[config.mk]
export PLATFORM = sky130hd
export DESIGN_NAME = thermistor_temperature_classifier
export DESIGN_NICKNAME = d
export VERILOG_FILES = /design/src/design/ttc_pkg.sv /design/src/design/thermistor_temperature_classifier.sv
export VERILOG_INCLUDE_DIRS = /design/src /design/src/design
export SDC_FILE = /design/constraint.sdc
export NUM_CORES = 1
export LEC_CHECK = 0
export BUFFER_PORTS_ARGS = -buffer_cell sky130_fd_sc_hd__buf_2
export CORE_MARGIN = 5
export CORE_UTILIZATION = 55
export CTS_CLUSTER_SIZE = 14
export DETAILED_ROUTE_END_ITERATION = 16
export PLACE_DENSITY = 0.77
export SLEW_MARGIN = 20
export SYNTH_ARGS = -nofsm -noshare
export SYNTH_HDL_FRONTEND = slang
export SYNTH_SLANG_ARGS = --single-unit
[constraint.sdc]
create_clock -name clk -period 3.19 [get_ports clk]
set_input_delay 0.319 -clock clk [delete_from_list [all_inputs] [get_ports clk]]
set_output_delay 0.319 -clock clk [all_outputs]
set_load 0.01 [all_outputs]
[src/design/thermistor_temperature_classifier_defines.svh]
// assertion macros for the thermistor temperature classifier
// no dependencies; included by the top level only
`ifndef THERMISTOR_TEMPERATURE_CLASSIFIER_DEFINES_SVH
`define THERMISTOR_TEMPERATURE_CLASSIFIER_DEFINES_SVH

`ifndef SYNTHESIS

// same-cycle implication, checked out of reset
`define TTC_ASSERT(lbl, clk, rstn, prop) \
  lbl: assert property (@(posedge clk) disable iff (!rstn) prop) \
    else $error("ttc assertion failed");

// condition implies a fact in the next cycle
`define TTC_ASSERT_NEXT(lbl, clk, rstn, cond, fact) \
  lbl: assert property (@(posedge clk) disable iff (!rstn) (cond) |=> (fact)) \
    else $error("ttc assertion failed");

`else

`define TTC_ASSERT(lbl, clk, rstn, prop)
`define TTC_ASSERT_NEXT(lbl, clk, rstn, cond, fact)

`endif

`endif

[src/design/ttc_pkg.sv]
// constants and types for the thermistor temperature classifier
// no dependencies; imported by the top level
package ttc_pkg;

  localparam int unsigned ADC_W      = 10;
  localparam int unsigned BOUND_W    = ADC_W + 1;
  localparam int unsigned ADC_FULL   = 1023;
  localparam int unsigned FIXED_OHMS = 10000;
  localparam int unsigned NUM_THRESH = 40;
  localparam int unsigned CODE_W     = 6;
  localparam int unsigned CLASS_W    = 2;
  localparam int unsigned LIMIT_W    = 6;
  localparam int unsigned CFG_ADDR_W = 2;
  localparam int unsigned GROUP_SZ   = 8;
  localparam int unsigned NUM_GROUPS = NUM_THRESH / GROUP_SZ;
  localparam int unsigned PART_W     = 4;

  localparam logic [LIMIT_W-1:0] LOW_LIMIT_RESET  = 6'd22;
  localparam logic [LIMIT_W-1:0] HIGH_LIMIT_RESET = 6'd26;
  localparam logic [CODE_W-1:0]  CODE_MAX         = 6'd40;

  // register indexes on the config port
  localparam logic [CFG_ADDR_W-1:0] REG_LOW_LIMIT  = 2'd0;
  localparam logic [CFG_ADDR_W-1:0] REG_HIGH_LIMIT = 2'd1;

  // descending resistance thresholds in ohms
  localparam int unsigned TEMP_THRESH [NUM_THRESH] = '{
    31308, 29749, 28276, 26885, 25570, 24327, 23152, 22141,
    20989, 19993, 19051, 18158, 17312, 16511, 15751, 15031,
    14347, 13698, 13083, 12499, 11944, 11417, 10916, 10440,
    10000,  9556,  9147,  8758,  8387,  8034,  7700,  7377,
     7072,  6781,  6504,  6239,  5987,  5746,  5517,  5298
  };

  typedef enum logic [CLASS_W-1:0] {
    CLASS_BELOW  = 2'd0,
    CLASS_WITHIN = 2'd1,
    CLASS_ABOVE  = 2'd2
  } temp_class_t;

endpackage

[src/design/thermistor_temperature_classifier.sv]
// thermistor divider sample to temperature code and class, four-stage pipeline
// depends on ttc_pkg and thermistor_temperature_classifier_defines.svh
//
//  port group   direction  payload (low bit first)
//  in_*         slave      in_tdata: adc_sample[9:0], zeros [15:10]
//  out_*        master     out_tdata: temp_code[5:0], temp_class[7:6]
//  cfg_*        write      cfg_addr: 0 low_limit, 1 high_limit; cfg_wdata[5:0]
//
// one sample per cycle while the output is not stalled; each item leaves after stage 4.
// stage 1 compares the sample against 40 precomputed sample bounds (one per
// resistance threshold), stage 2 counts groups of eight, stage 3 sums the
// groups, stage 4 classifies against the limits and holds the result.
// each stage has its own valid bit and advances when the next one is free,
// so bubbles close up behind a stalled output. rst_n is synchronous and
// clears the valid bits and sets the limits to 22 and 26.
`include "thermistor_temperature_classifier_defines.svh"

module thermistor_temperature_classifier
  import ttc_pkg::*;
(
  input  logic                  clk,
  input  logic                  rst_n,
  // in_tdata: adc_sample[9:0], zero fill [15:10]
  input  logic                  in_tvalid,
  output logic                  in_tready,
  input  logic [15:0]           in_tdata,
  // out_tdata: temp_code[5:0], temp_class[7:6]
  output logic                  out_tvalid,
  input  logic                  out_tready,
  output logic [7:0]            out_tdata,
  input  logic                  cfg_we,
  input  logic [CFG_ADDR_W-1:0] cfg_addr,
  input  logic [LIMIT_W-1:0]    cfg_wdata
);

  // count of set bits in one group of compare results
  function automatic logic [PART_W-1:0] count_group(input logic [GROUP_SZ-1:0] bits);
    logic [PART_W-1:0] acc;
    acc = '0;
    for (int i = 0; i < GROUP_SZ; i++) begin
      acc = acc + PART_W'(bits[i]);
    end
    return acc;
  endfunction

  logic [LIMIT_W-1:0]    low_limit_r;
  logic [LIMIT_W-1:0]    high_limit_r;

  logic                  v1_r, v2_r, v3_r, out_valid_r;
  logic                  rdy1, rdy2, rdy3, rdy4;
  logic [ADC_W-1:0]      adc_sample;
  logic [NUM_THRESH-1:0] thermo_nxt, thermo_r;
  logic [PART_W-1:0]     part_nxt [NUM_GROUPS];
  logic [PART_W-1:0]     part_r   [NUM_GROUPS];
  logic [CODE_W-1:0]     code_nxt, code_r;
  temp_class_t           class_nxt;
  logic [CODE_W-1:0]     out_code_r;
  temp_class_t           out_class_r;

  // config registers
  always_ff @(posedge clk) begin
    if (!rst_n) begin
      low_limit_r  <= LOW_LIMIT_RESET;
      high_limit_r <= HIGH_LIMIT_RESET;
    end else if (cfg_we) begin
      case (cfg_addr)
        REG_LOW_LIMIT:  low_limit_r  <= cfg_wdata;
        REG_HIGH_LIMIT: high_limit_r <= cfg_wdata;
        default: ;
      endcase
    end
  end

  // per-stage handshake, a stage loads when empty or when it drains
  assign rdy4      = !out_valid_r || out_tready;
  assign rdy3      = !v3_r || rdy4;
  assign rdy2      = !v2_r || rdy3;
  assign rdy1      = !v1_r || rdy2;
  assign in_tready = rdy1;

  assign adc_sample = in_tdata[ADC_W-1:0];

  // stage 1: floor(10000*a/(1023-a)) <= T is the same as a < bound(T)
  for (genvar g = 0; g < NUM_THRESH; g++) begin : g_cmp
    localparam int unsigned BOUND =
      ((TEMP_THRESH[g] + 1) * ADC_FULL + TEMP_THRESH[g] + FIXED_OHMS) /
      (TEMP_THRESH[g] + FIXED_OHMS + 1);
    localparam logic [BOUND_W-1:0] BOUND_V = BOUND[BOUND_W-1:0];
    assign thermo_nxt[g] = ({1'b0, adc_sample} < BOUND_V);
  end

  // stage 2: partial counts
  always_comb begin
    for (int j = 0; j < NUM_GROUPS; j++) begin
      part_nxt[j] = count_group(thermo_r[j*GROUP_SZ +: GROUP_SZ]);
    end
  end

  // stage 3: sum of partial counts
  always_comb begin
    code_nxt = '0;
    for (int j = 0; j < NUM_GROUPS; j++) begin
      code_nxt = code_nxt + CODE_W'(part_r[j]);
    end
  end

  // stage 4: below test first, then above
  always_comb begin
    if (code_r < low_limit_r) begin
      class_nxt = CLASS_BELOW;
    end else if (code_r > high_limit_r) begin
      class_nxt = CLASS_ABOVE;
    end else begin
      class_nxt = CLASS_WITHIN;
    end
  end

  // valid bits
  always_ff @(posedge clk) begin
    if (!rst_n) begin
      v1_r        <= 1'b0;
      v2_r        <= 1'b0;
      v3_r        <= 1'b0;
      out_valid_r <= 1'b0;
    end else begin
      if (rdy1) v1_r        <= in_tvalid;
      if (rdy2) v2_r        <= v1_r;
      if (rdy3) v3_r        <= v2_r;
      if (rdy4) out_valid_r <= v3_r;
    end
  end

  // payload registers
  always_ff @(posedge clk) begin
    if (rdy1 && in_tvalid) thermo_r <= thermo_nxt;
    if (rdy2 && v1_r)      part_r   <= part_nxt;
    if (rdy3 && v2_r)      code_r   <= code_nxt;
    if (rdy4 && v3_r) begin
      out_code_r  <= code_r;
      out_class_r <= class_nxt;
    end
  end

  assign out_tvalid = out_valid_r;
  assign out_tdata  = {out_class_r, out_code_r};

  // compare results form a run of ones from bit 0
  `TTC_ASSERT(a_thermo_run, clk, rst_n,
    v1_r |-> ((thermo_r & (thermo_r + NUM_THRESH'(1))) == '0))
  // code never beyond the table
  `TTC_ASSERT(a_code_range, clk, rst_n, out_valid_r |-> (out_code_r <= CODE_MAX))
  // input held off only when every stage is full behind a stalled output
  `TTC_ASSERT(a_stall_full, clk, rst_n,
    !in_tready |-> (v1_r && v2_r && v3_r && out_valid_r && !out_tready))
  // a sum taken into stage 3 equals the sum of the stage 2 partial counts
  `TTC_ASSERT_NEXT(a_sum_len, clk, rst_n, (rdy3 && v2_r),
    (code_r == $past(code_nxt)))

endmodule

==> results.sh, run 1 <==
export IMPL_outcome="completed"
export IMPL_mean_routed_wirelength_per_cell_um=14.04
export IMPL_die_ht_um=106.2
export IMPL_post_synth_instance_area_um2=5092
export IMPL_grt_use_total_pct=15.60
export IMPL_leading_cell_type_by_number_of_instances_after_synthesis="inv_1"
export IMPL_viasPerCell=5.211
export IMPL_grt_remaining_overflow=0
export IMPL_timing_hold_violations_final=0
export IMPL_drive_gt1_share_pct=13.24
export IMPL_cts_max_level=3
export IMPL_synth_enable_flop_cells=74
export IMPL_ioPinCount=39
export IMPL_power_frac_seq_pct=43.6
export IMPL_max_clock_path_buffers=2
export IMPL_fin_nets=564
export IMPL_route_vias_total=3059
export IMPL_worstMarginPinSlew_ns=1.015
export IMPL_cts_hold_buffers_added=0
export IMPL_die_area_um2=11280
export IMPL_first_global_vias=3017
export IMPL_grt_max_degree=41
export IMPL_hold_start="cfg_wdata[4]"
export IMPL_cts_tree="built"
export IMPL_internal_power_w=0.002419
export IMPL_seq_area_frac_synth_pct=49.93
export IMPL_regToRegSetupSlack_ns=0.08
export IMPL_worst_r2r_path_depth=10
export IMPL_floorplan_die_width_um=106.2
export IMPL_r2r_end="code_r[5]$_DFFE_PP_"
export IMPL_clock_fmax_ghz=0.3216
export IMPL_ys_warnings_count=0
export IMPL_relSlewSlack_pct=31.95
export IMPL_yosysUniqueCellTypes=49
export IMPL_cp_data_required_time_ns=3.30
export IMPL_synth_nets=536
export IMPL_grt_first_pass_wirelength_mm=13.87
export IMPL_worst_setup_path_type="reg -> reg"
export IMPL_slew_viol_final=0
export IMPL_static_leakage_power_nw=2.408
export IMPL_start_util_pct=55.64
export IMPL_worstPathMaxFanout=2
export IMPL_pwr_density_cell_nw_per_um2=649.1
export IMPL_design_area_um2=5555
export IMPL_worstPathArrival_ns=3.22
export IMPL_endpoint_kind="flop"
export IMPL_timing_rr_start="part_r[9]$_DFFE_PP_"
export IMPL_placed_cell_count=570
export IMPL_detailedRoute_firstPassIterationCount=4
export IMPL_drc=0
export IMPL_post_synth_main_area_contributors="edfxtp_1 (44%), fa_1 (12%), ha_1 (8.1%), dfxtp_1 (6.3%), inv_1 (6.0%)"
export IMPL_synthFlopType="edfxtp_1"
export IMPL_max_cap_violations=0
export IMPL_placed_area_um2=5341
export IMPL_max_vdd_ir_drop_mv=0.3535
export IMPL_fp_row_count=35
export IMPL_antenna_diode_count=0
export IMPL_dpl_hpwl_mm=6.202
export IMPL_antenna_found_initial=0
export IMPL_crit_path_start_kind="flop"
export IMPL_detail_route_iter0_violations=96
export IMPL_portBuffers=32
export IMPL_synth_largest_area_cell="edfxtp_1"
export IMPL_clock_net_sink_count=90
export IMPL_wirelength_mm=8.241
export IMPL_ctsRootBufferMaster="clkbuf_8"
export IMPL_postRouteAntennaNets=0
export IMPL_clkTransAtPathRegs_ns=0.11
export IMPL_switching_share_pct=32.92
export IMPL_core_area_um2=9153
export IMPL_place_congestion=0.8456
export IMPL_final_setup_viol_count=0
export IMPL_postSynthRegisterBits=90
export IMPL_finish_cell_count_without_fillers=587
export IMPL_synthArstFlopShare_pct=0
export IMPL_netlist_area_leader_share_pct=43.64
export IMPL_gate_count_after_technology_mapping=443
export IMPL_critical_path_startpoint="part_r[9]$_DFFE_PP_"
export IMPL_comb_power_share_pct=35.2
export IMPL_layout_area_overhead_vs_synth_pct=9.091
export IMPL_net_switching_power_w=0.001187
export IMPL_syn_avg_cell_area_um2=11.50
export IMPL_min_period_over_period_pct=97.48
export IMPL_inserted_clock_buffers=9
export IMPL_timing_critical_path_to="code_r[5]$_DFFE_PP_"
export IMPL_final_min_clock_period_ns=3.110
export IMPL_clock_insertion_delay_worst_skew_ns=0.37
export IMPL_synthTopCellsByCount="inv_1 (82), edfxtp_1 (74), a21oi_1 (34), ha_1 (33), fa_1 (31)"
export IMPL_timing_hold_worst_class="in -> reg"
export IMPL_power_share_clock_pct=21.2
export IMPL_clock_skew_ns=0.01873
## what timing repair did
item                       in CTS  in global routing
resized for setup               2                  3
setup endpoints to repair       1                  1
setup buffers                   0                  1
pin swaps                       0                  6
gates cloned                    0                  0
## sequential cells by signal, summed over array words and instances (netlist names)
| name | flops |
|---|---|
| high_limit_r | 6 |
| low_limit_r | 6 |
| v2_r | 1 |
| out_code_r | 6 |
| v3_r | 1 |
| code_r | 6 |
| out_class_r | 2 |
| thermo_r | 40 |
| out_tvalid | 1 |
| v1_r | 1 |
| part_r | 20 |
## metal layers
metal	share of wire (%)	track usage, %
met1	42	18.82
met2	53	27.78
met3	3.6	2.732
met4	2.0	6.013
met5	0	0
## how the worst min path moves through the flow
| stage | slack [ns] | endpoint | cells past startpoint |
|---|---|---|---|
| 2_1_floorplan | 0.44 | out_code_r[0]$_DFFE_PP_ | 0 |
| 3_3_place_gp | 0.45 | out_code_r[0]$_DFFE_PP_ | 0 |
| 3_5_place_dp | 0.47 | out_tvalid$_SDFFE_PN0P_ | 1 |
| 4_1_cts | 0.18 | low_limit_r[2]$_SDFFE_PN1P_ | 3 |
| 5_1_grt | 0.19 | low_limit_r[1]$_SDFFE_PN1P_ | 3 |
| 6_report | 0.18 | low_limit_r[4]$_SDFFE_PN1P_ | 3 |
## cell type report
cell class                      instances  area [um2]
Sequential cell                        90        2542
Clock buffer                            9       123.9
Tap cell                              111       138.9
Clock inverter                          7       71.32
Inverter                               82       307.8
Timing Repair Buffer                   36       190.2
Fill cell                             745        3597
Multi-Input combinational cell        252        2181
## power groups by stage
stage / combinational (W) / clock, W / sequential (W)
detailed placement: 0.00122 / 0 / 0.00160
global route: 0.00148 / 0.000823 / 0.00159
global placement: 0.00112 / 0 / 0.00160
floorplan: 0.000915 / 0 / 0.00158
CTS: 0.00125 / 0.000779 / 0.00158
finish: 0.00127 / 0.000764 / 0.00157
## kinds of logic (layout without fill, tap and decap cells)
logic type,after synthesis,after routing,synth area share [%]
compound gates,92,92,11.25
xor+xnor,8,8,1.376
fa+ha+maj,64,64,20.30
buf+inv,101,134,7.838
flops,90,90,49.93
mux,4,4,0.7863
simple gates,84,84,8.526
## layout by cell type (no fill, tap or decap), types with 5 or more instances in the layout
cell      count
a21boi_0      6
a21o_1        6
a21oi_1      33
buf_2        32
clkbuf_8      9
dfxtp_1      16
edfxtp_1     74
fa_1         29
ha_1         32
inv_1        81
nand2_1      20
nand2b_1      5
nand3_1       6
nor2_1       15
nor2b_1      19
o21a_1        5
o21ai_0      17
xnor2_1       6
## critical path: stages (launching register included)
cell and delay [ns]:
edfxtp_1 0.39, inv_2 0.07, fa_1 0.42, fa_1 0.48
inv_1 0.05, fa_1 0.44, ha_2 0.21, fa_2 0.40
a21o_1 0.18, a21oi_2 0.14, xnor2_1 0.08
## stage by stage
step / setup slack (ns) / hold WS [ns] / TNS, ns / util (%) / total power (W)
5_1_grt: -0.0009408 / 0.1922 / -0.0009408 / 60.70 / 0.003895
3_3_place_gp: 0.02444 / 0.4523 / 0 / 58.36 / 0.002718
6_report: 0.08038 / 0.1828 / 0 / 60.70 / 0.003606
3_5_place_dp: -0.05063 / 0.4666 / -0.05063 / 58.36 / 0.002828
4_1_cts: 0.008898 / 0.1775 / 0 / 60.56 / 0.003609
2_1_floorplan: 0.07347 / 0.4406 / 0 / - / 0.002497
No activity file was read; power rests on OpenSTA's default activity.
==> run 2: changes to the inputs <==
clock period = 2.75 ns   (was 3.19 ns; I/O delays follow)
==> run 2 against run 1 <==
Net effect: the run now ends with negative setup slack left; via count rose by 1.3%; final area up 2.3%; register-to-register slack worse by 0.38 ns; routed wire length grew 3.1%.
==> results.sh, run 2 (synthesis results as in run 1) <==
export IMPL_fp_row_count=35
export IMPL_pwr_density_cell_nw_per_um2=772.2
export IMPL_start_util_pct=55.64
export IMPL_max_vdd_ir_drop_mv=0.3707
export IMPL_placed_cell_count=571
export IMPL_cts_tree="built"
export IMPL_relSlewSlack_pct=31.35
export IMPL_setup_repair_after_global_routing_missed_its_margin="yes"
export IMPL_cp_cell_sequence="inv_2, fa_1, fa_1, inv_1, fa_1, ha_2, fa_2, a21o_1, a21oi_2, xnor2_1"
export IMPL_cts_hold_buffers_added=0
export IMPL_place_congestion=0.8595
export IMPL_worstPathMaxFanout=2
export IMPL_clock_net_sink_count=90
export IMPL_setup_tns_ns=-2.343
export IMPL_outcome="finished with violations"
export IMPL_cpMostUsedCell="fa_1"
export IMPL_most_common_layout_cells="edfxtp_1 (74), inv_1 (67), buf_2 (32)"
export IMPL_detail_route_iter0_violations=144
export IMPL_final_min_clock_period_ns=3.052
export IMPL_wirelength_mm=8.497
export IMPL_endpoint_kind="flop"
export IMPL_cts_max_level=3
export IMPL_grt_first_pass_wirelength_mm=14.10
export IMPL_placed_area_um2=5376
export IMPL_number_of_instances_on_the_worst_hold_path=3
export IMPL_drive_gt1_share_pct=20.25
export IMPL_finish_cell_count_without_fillers=590
export IMPL_route_vias_total=3098
export IMPL_dpl_hpwl_mm=6.468
export IMPL_max_cap_violations=0
export IMPL_setup_slack_ns=-0.3015
export IMPL_detailedRoute_firstPassIterationCount=5
export IMPL_clock_fmax_ghz=0.3277
export IMPL_cp_data_required_time_ns=2.87
export IMPL_worst_setup_path_type="reg -> reg"
export IMPL_worstPathArrival_ns=3.17
export IMPL_inserted_clock_buffers=9
export IMPL_crit_path_start_kind="flop"
export IMPL_hold_start="cfg_wdata[2]"
export IMPL_clock_insertion_delay_worst_skew_ns=0.38
export IMPL_clock_skew_ns=0.02298
export IMPL_violations="negative setup slack"
export IMPL_final_setup_viol_count=13
export IMPL_max_clock_path_buffers=2
export IMPL_worst_r2r_path_depth=10
export IMPL_floorplan_die_width_um=106.2
export IMPL_antenna_diode_count=0
export IMPL_ctsRootBufferMaster="clkbuf_8"
export IMPL_portBuffers=32
export IMPL_die_area_um2=11280
export IMPL_first_global_vias=3152
export IMPL_regToRegSetupSlack_ns=-0.30
export IMPL_mean_routed_wirelength_per_cell_um=14.40
export IMPL_reg_largest_list="thermo_r x40, part_r x20"
export IMPL_grt_use_total_pct=16.06
export IMPL_flip_flop_count_of_the_largest_register_after_layout=40
export IMPL_layout_area_overhead_vs_synth_pct=11.60
export IMPL_timing_hold_violations_final=0
export IMPL_min_period_over_period_pct=111.0
export IMPL_fin_nets=567
export IMPL_r2r_end="code_r[5]$_DFFE_PP_"
export IMPL_design_area_um2=5683
export IMPL_timing_hold_worst_class="in -> reg"
export IMPL_grt_remaining_overflow=0
export IMPL_static_leakage_power_nw=2.414
export IMPL_ioPinCount=39
export IMPL_timing_rr_start="part_r[1]$_DFFE_PP_"
export IMPL_master_of_the_slowest_instance_on_the_critical_path="fa_1"
export IMPL_antenna_found_initial=0
export IMPL_clkTransAtPathRegs_ns=0.11
export IMPL_viasPerCell=5.251
export IMPL_core_area_um2=9153
export IMPL_min_delay_worst_endpoint="low_limit_r[2]$_SDFFE_PN1P_"
export IMPL_detailedPlace_worstSlack_ns=-0.3180
export IMPL_slew_viol_final=0
export IMPL_drc=0
export IMPL_grt_max_degree=41
export IMPL_postRouteAntennaNets=0
export IMPL_worstMarginPinSlew_ns=1.024
export IMPL_registers_top_by_ff_count="thermo_r"
export IMPL_critical_path_max_stage_delay_ns=0.49
export IMPL_die_ht_um=106.2
export IMPL_mostFrequentLayoutCell="edfxtp_1"
[run 2: cell types whose count changed in the layout (fill, tap and decap cells not counted), moves of 3 or more]
cell | previous run | this run
fa_1 | 29 | 23
inv_1 | 81 | 67
inv_2 | 1 | 15
ha_4 | 0 | 4
ha_1 | 32 | 26
a21oi_2 | 1 | 5
fa_2 | 2 | 8
inv_6 | 0 | 3
a21oi_1 | 33 | 29
[run 2: report_power, final]
| group | switching [W] | total (W) | internal [W] |
|---|---|---|---|
| clock network | 0.000529 | 0.000894 | 0.000364 |
| registers | 0.0000727 | 0.00183 | 0.00175 |
| logic | 0.000855 | 0.00167 | 0.000812 |
| total | 0.00146 | 0.00439 | 0.00293 |
[run 2: final cells by class]
cell class | count | area (um2)
fillers | 691 | 3470
multi-input cells | 252 | 2273
flip-flops and latches | 90 | 2542
clock buffers | 9 | 123.9
clock inverters | 7 | 76.32
repair buffers | 39 | 220.2
well taps | 111 | 138.9
inverters | 82 | 307.8
[run 2: critical path, delay by kind of cell, from the launching register on]
family	cells	cell delay, ns
xor+xnor	1	0.07
fa+ha+maj	5	1.99
buf+inv	2	0.09
flops	1	0.35
compound gates	2	0.30
[run 2: how the worst max path moves through the flow]
stage / end / cells after the start / start / slack, ns
after global placement: code_r[5]$_DFFE_PP_ / 10 / part_r[9]$_DFFE_PP_ / -0.25
final: code_r[5]$_DFFE_PP_ / 10 / part_r[1]$_DFFE_PP_ / -0.30
after floorplan: code_r[5]$_DFFE_PP_ / 10 / part_r[9]$_DFFE_PP_ / -0.23
after detailed placement: code_r[5]$_DFFE_PP_ / 10 / part_r[9]$_DFFE_PP_ / -0.32
after global routing: code_r[5]$_DFFE_PP_ / 10 / part_r[5]$_DFFE_PP_ / -0.43
after CTS: code_r[5]$_DFFE_PP_ / 10 / part_r[9]$_DFFE_PP_ / -0.32
[run 2: what timing repair did]
item                                    CTS  global route
endpoints found under the setup margin   14            18
gates resized for setup                   9            21
pin swaps                                 3             4
buffers inserted                          2             3
[run 2: stage by stage]
stage               hold slack (ns)  utilization, %  power (W)
floorplan                    0.4032               -   0.002956
global placement             0.4573           58.74   0.003253
detailed placement           0.4616           58.74   0.003366
CTS                          0.1207           61.31   0.004320
global route                 0.1347           62.09   0.004765
finish                       0.1377           62.09   0.004388
[run 2: routing by layer]
| layer | wire (um) | track usage (%) |
|---|---|---|
| met3 | 335 | 2.975 |
| met2 | 4610 | 29.28 |
| met5 | 0 | 0 |
| met1 | 3406 | 18.27 |
| met4 | 144 | 7.031 |
==> run 3: changes to the inputs <==
CELL_PAD_IN_SITES_DETAIL_PLACEMENT = 1   (was unset)
CELL_PAD_IN_SITES_GLOBAL_PLACEMENT = 1   (was unset)
CORE_UTILIZATION = 44   (was 55)
PLACE_DENSITY = unset   (was 0.77)
PLACE_DENSITY_LB_ADDON = 0.1   (was unset)
==> run 3 against run 2 <==
Net effect: the run still ends with negative setup slack left; total power rose by 12%; clock skew fell by 0.014 ns; sequential power barely moved; worst setup slack got worse by 0.0038 ns.
==> results.sh, run 3 (synthesis results as in run 1) <==
export IMPL_reg_largest_list="thermo_r x40, part_r x20"
export IMPL_path_buf_inv=4
export IMPL_grt_first_pass_wirelength_mm=16.77
export IMPL_master_of_the_slowest_instance_on_the_critical_path="fa_1"
export IMPL_max_cap_violations=0
export IMPL_drive_gt1_share_pct=19.75
export IMPL_placed_cell_count=604
export IMPL_inserted_clock_buffers=9
export IMPL_detailedRoute_firstPassIterationCount=4
export IMPL_flip_flop_count_of_the_largest_register_after_layout=40
export IMPL_wirelength_mm=10.44
export IMPL_postRouteAntennaNets=0
export IMPL_grt_max_degree=41
export IMPL_die_area_um2=13830
export IMPL_core_area_um2=11370
export IMPL_timing_hold_ws_ns=0.1803
export IMPL_slew_viol_final=0
export IMPL_cp_top_family="adder cells"
export IMPL_critical_path_max_stage_delay_ns=0.49
export IMPL_final_min_clock_period_ns=3.055
export IMPL_timing_hold_violations_final=0
export IMPL_relSlewSlack_pct=44.35
export IMPL_detail_route_iter0_violations=99
export IMPL_multi_input_comb_area_um2=2287
export IMPL_clock_skew_ns=0.009342
export IMPL_viasPerCell=5.098
export IMPL_place_congestion=0.7576
export IMPL_worstMarginPinSlew_ns=0.8331
export IMPL_fp_row_count=39
export IMPL_setup_tns_ns=-2.737
export IMPL_grt_use_total_pct=15.17
export IMPL_registers_top_by_ff_count="thermo_r"
export IMPL_grt_remaining_overflow=0
export IMPL_cts_max_level=3
export IMPL_clock_net_sink_count=90
export IMPL_clock_fmax_ghz=0.3273
export IMPL_antenna_diode_count=0
export IMPL_dpl_hpwl_mm=7.775
export IMPL_start_util_pct=44.79
export IMPL_most_common_layout_cells="edfxtp_1 (74), inv_1 (66), buf_2 (32)"
export IMPL_final_setup_viol_count=16
export IMPL_fin_nets=569
export IMPL_worstPathArrival_ns=3.15
export IMPL_static_leakage_power_nw=2.480
export IMPL_antenna_found_initial=0
export IMPL_detailedPlace_worstSlack_ns=-0.3524
export IMPL_cp_data_required_time_ns=2.85
export IMPL_finish_cell_count_without_fillers=624
export IMPL_floorplan_die_width_um=117.6
export IMPL_die_ht_um=117.6
export IMPL_worst_setup_path_type="reg -> reg"
export IMPL_ctsRootBufferMaster="clkbuf_16"
export IMPL_mean_routed_wirelength_per_cell_um=16.74
export IMPL_fillerInstances=1210
export IMPL_cpMostUsedCell="fa_1"
export IMPL_portBuffers=32
export IMPL_regToRegSetupSlack_ns=-0.31
export IMPL_mostFrequentLayoutCell="edfxtp_1"
export IMPL_utilization_pct=51.57
export IMPL_min_period_over_period_pct=111.1
export IMPL_outcome="finished with violations"
export IMPL_first_global_vias=3371
export IMPL_endpoint_kind="flop"
export IMPL_setup_slack_ns=-0.3053
export IMPL_max_clock_path_buffers=2
export IMPL_layout_area_overhead_vs_synth_pct=15.14
export IMPL_cts_tree="built"
export IMPL_setup_repair_after_global_routing_missed_its_margin="yes"
export IMPL_worstPathMaxFanout=2
export IMPL_pwr_density_cell_nw_per_um2=837.4
export IMPL_crit_path_start_kind="flop"
export IMPL_ioPinCount=39
export IMPL_area_sequential_um2=2542
export IMPL_violations="negative setup slack"
export IMPL_max_vdd_ir_drop_mv=0.6119
export IMPL_route_vias_total=3181
export IMPL_clock_insertion_delay_worst_skew_ns=0.34
export IMPL_cts_hold_buffers_added=0
export IMPL_cp_cell_sequence="inv_2, fa_1, fa_1, inv_1, fa_1, ha_2, fa_2, buf_4, buf_6, xor2_1"
export IMPL_timing_hold_worst_class="in -> reg"
export IMPL_clkTransAtPathRegs_ns=0.06
export IMPL_drc=0
run 3: changes by cell type in the layout (fill, tap and decap cells not counted), sizes merged:
cell	change
clkbuf	+4
inv	-6
buf	+2
bufinv	+2
run 3: path summary, 6_finish.rpt:
| kind | from | to | cells after the start |
|---|---|---|---|
| hold / removal | cfg_wdata[4] | low_limit_r[4]$_SDFFE_PN1P_ | 3 |
| setup reg to reg | part_r[5]$_DFFE_PP_ | code_r[3]$_DFFE_PP_ | 10 |
| hold reg to reg | v3_r$_SDFFE_PN0P_ | out_tvalid$_SDFFE_PN0P_ | 1 |
| setup / recovery | part_r[5]$_DFFE_PP_ | code_r[3]$_DFFE_PP_ | 10 |
run 3: cell type report:
| cell class | instances | area share, % |
|---|---|---|
| sequential | 90 | 43.36 |
| multi-input combinational | 252 | 39.01 |
| inverter | 82 | 5.250 |
| timing repair buffer | 41 | 4.140 |
| clock buffer | 13 | 4.097 |
| tap | 143 | 3.052 |
| clock inverter | 3 | 1.088 |
run 3: tightest hold or removal path, cell delays in order:
cell and delay, ns:
buf_2 0.09, nand2_1 0.04, o211ai_1 0.08
run 3: report_power, final:
part	switching (W)	leakage, nW	internal [W]
Clock	0.000486	0.145	0.000795
Sequential	0.0000889	0.850	0.00176
Combinational	0.000905	1.48	0.000877
Total	0.00148	2.48	0.00343
run 3: layer usage:
metal  GRT usage (%)  up-vias  routed length (um)
met5               0        -                   0
met1           18.43     1564                4363
met2           26.10       43                5540
met4           7.599        0                 311
li1                -     1553                   -
met3           2.355       21                 228
run 3: what timing repair did:
| action | in CTS | in global routing |
|---|---|---|
| pin swaps | 5 | 10 |
| buffers inserted | 3 | 4 |
| endpoints found under the setup margin | 15 | 18 |
| resized for setup | 12 | 23 |
| endpoints found under the hold margin | 0 | 0 |
run 3: stage by stage:
step                total power (W)  cell area, um2
floorplan                  0.002956            5126
detailed placement         0.003449            5424
CTS                        0.004860            5773
global placement           0.003318            5424
global route               0.005276            5863
finish                     0.004910            5863
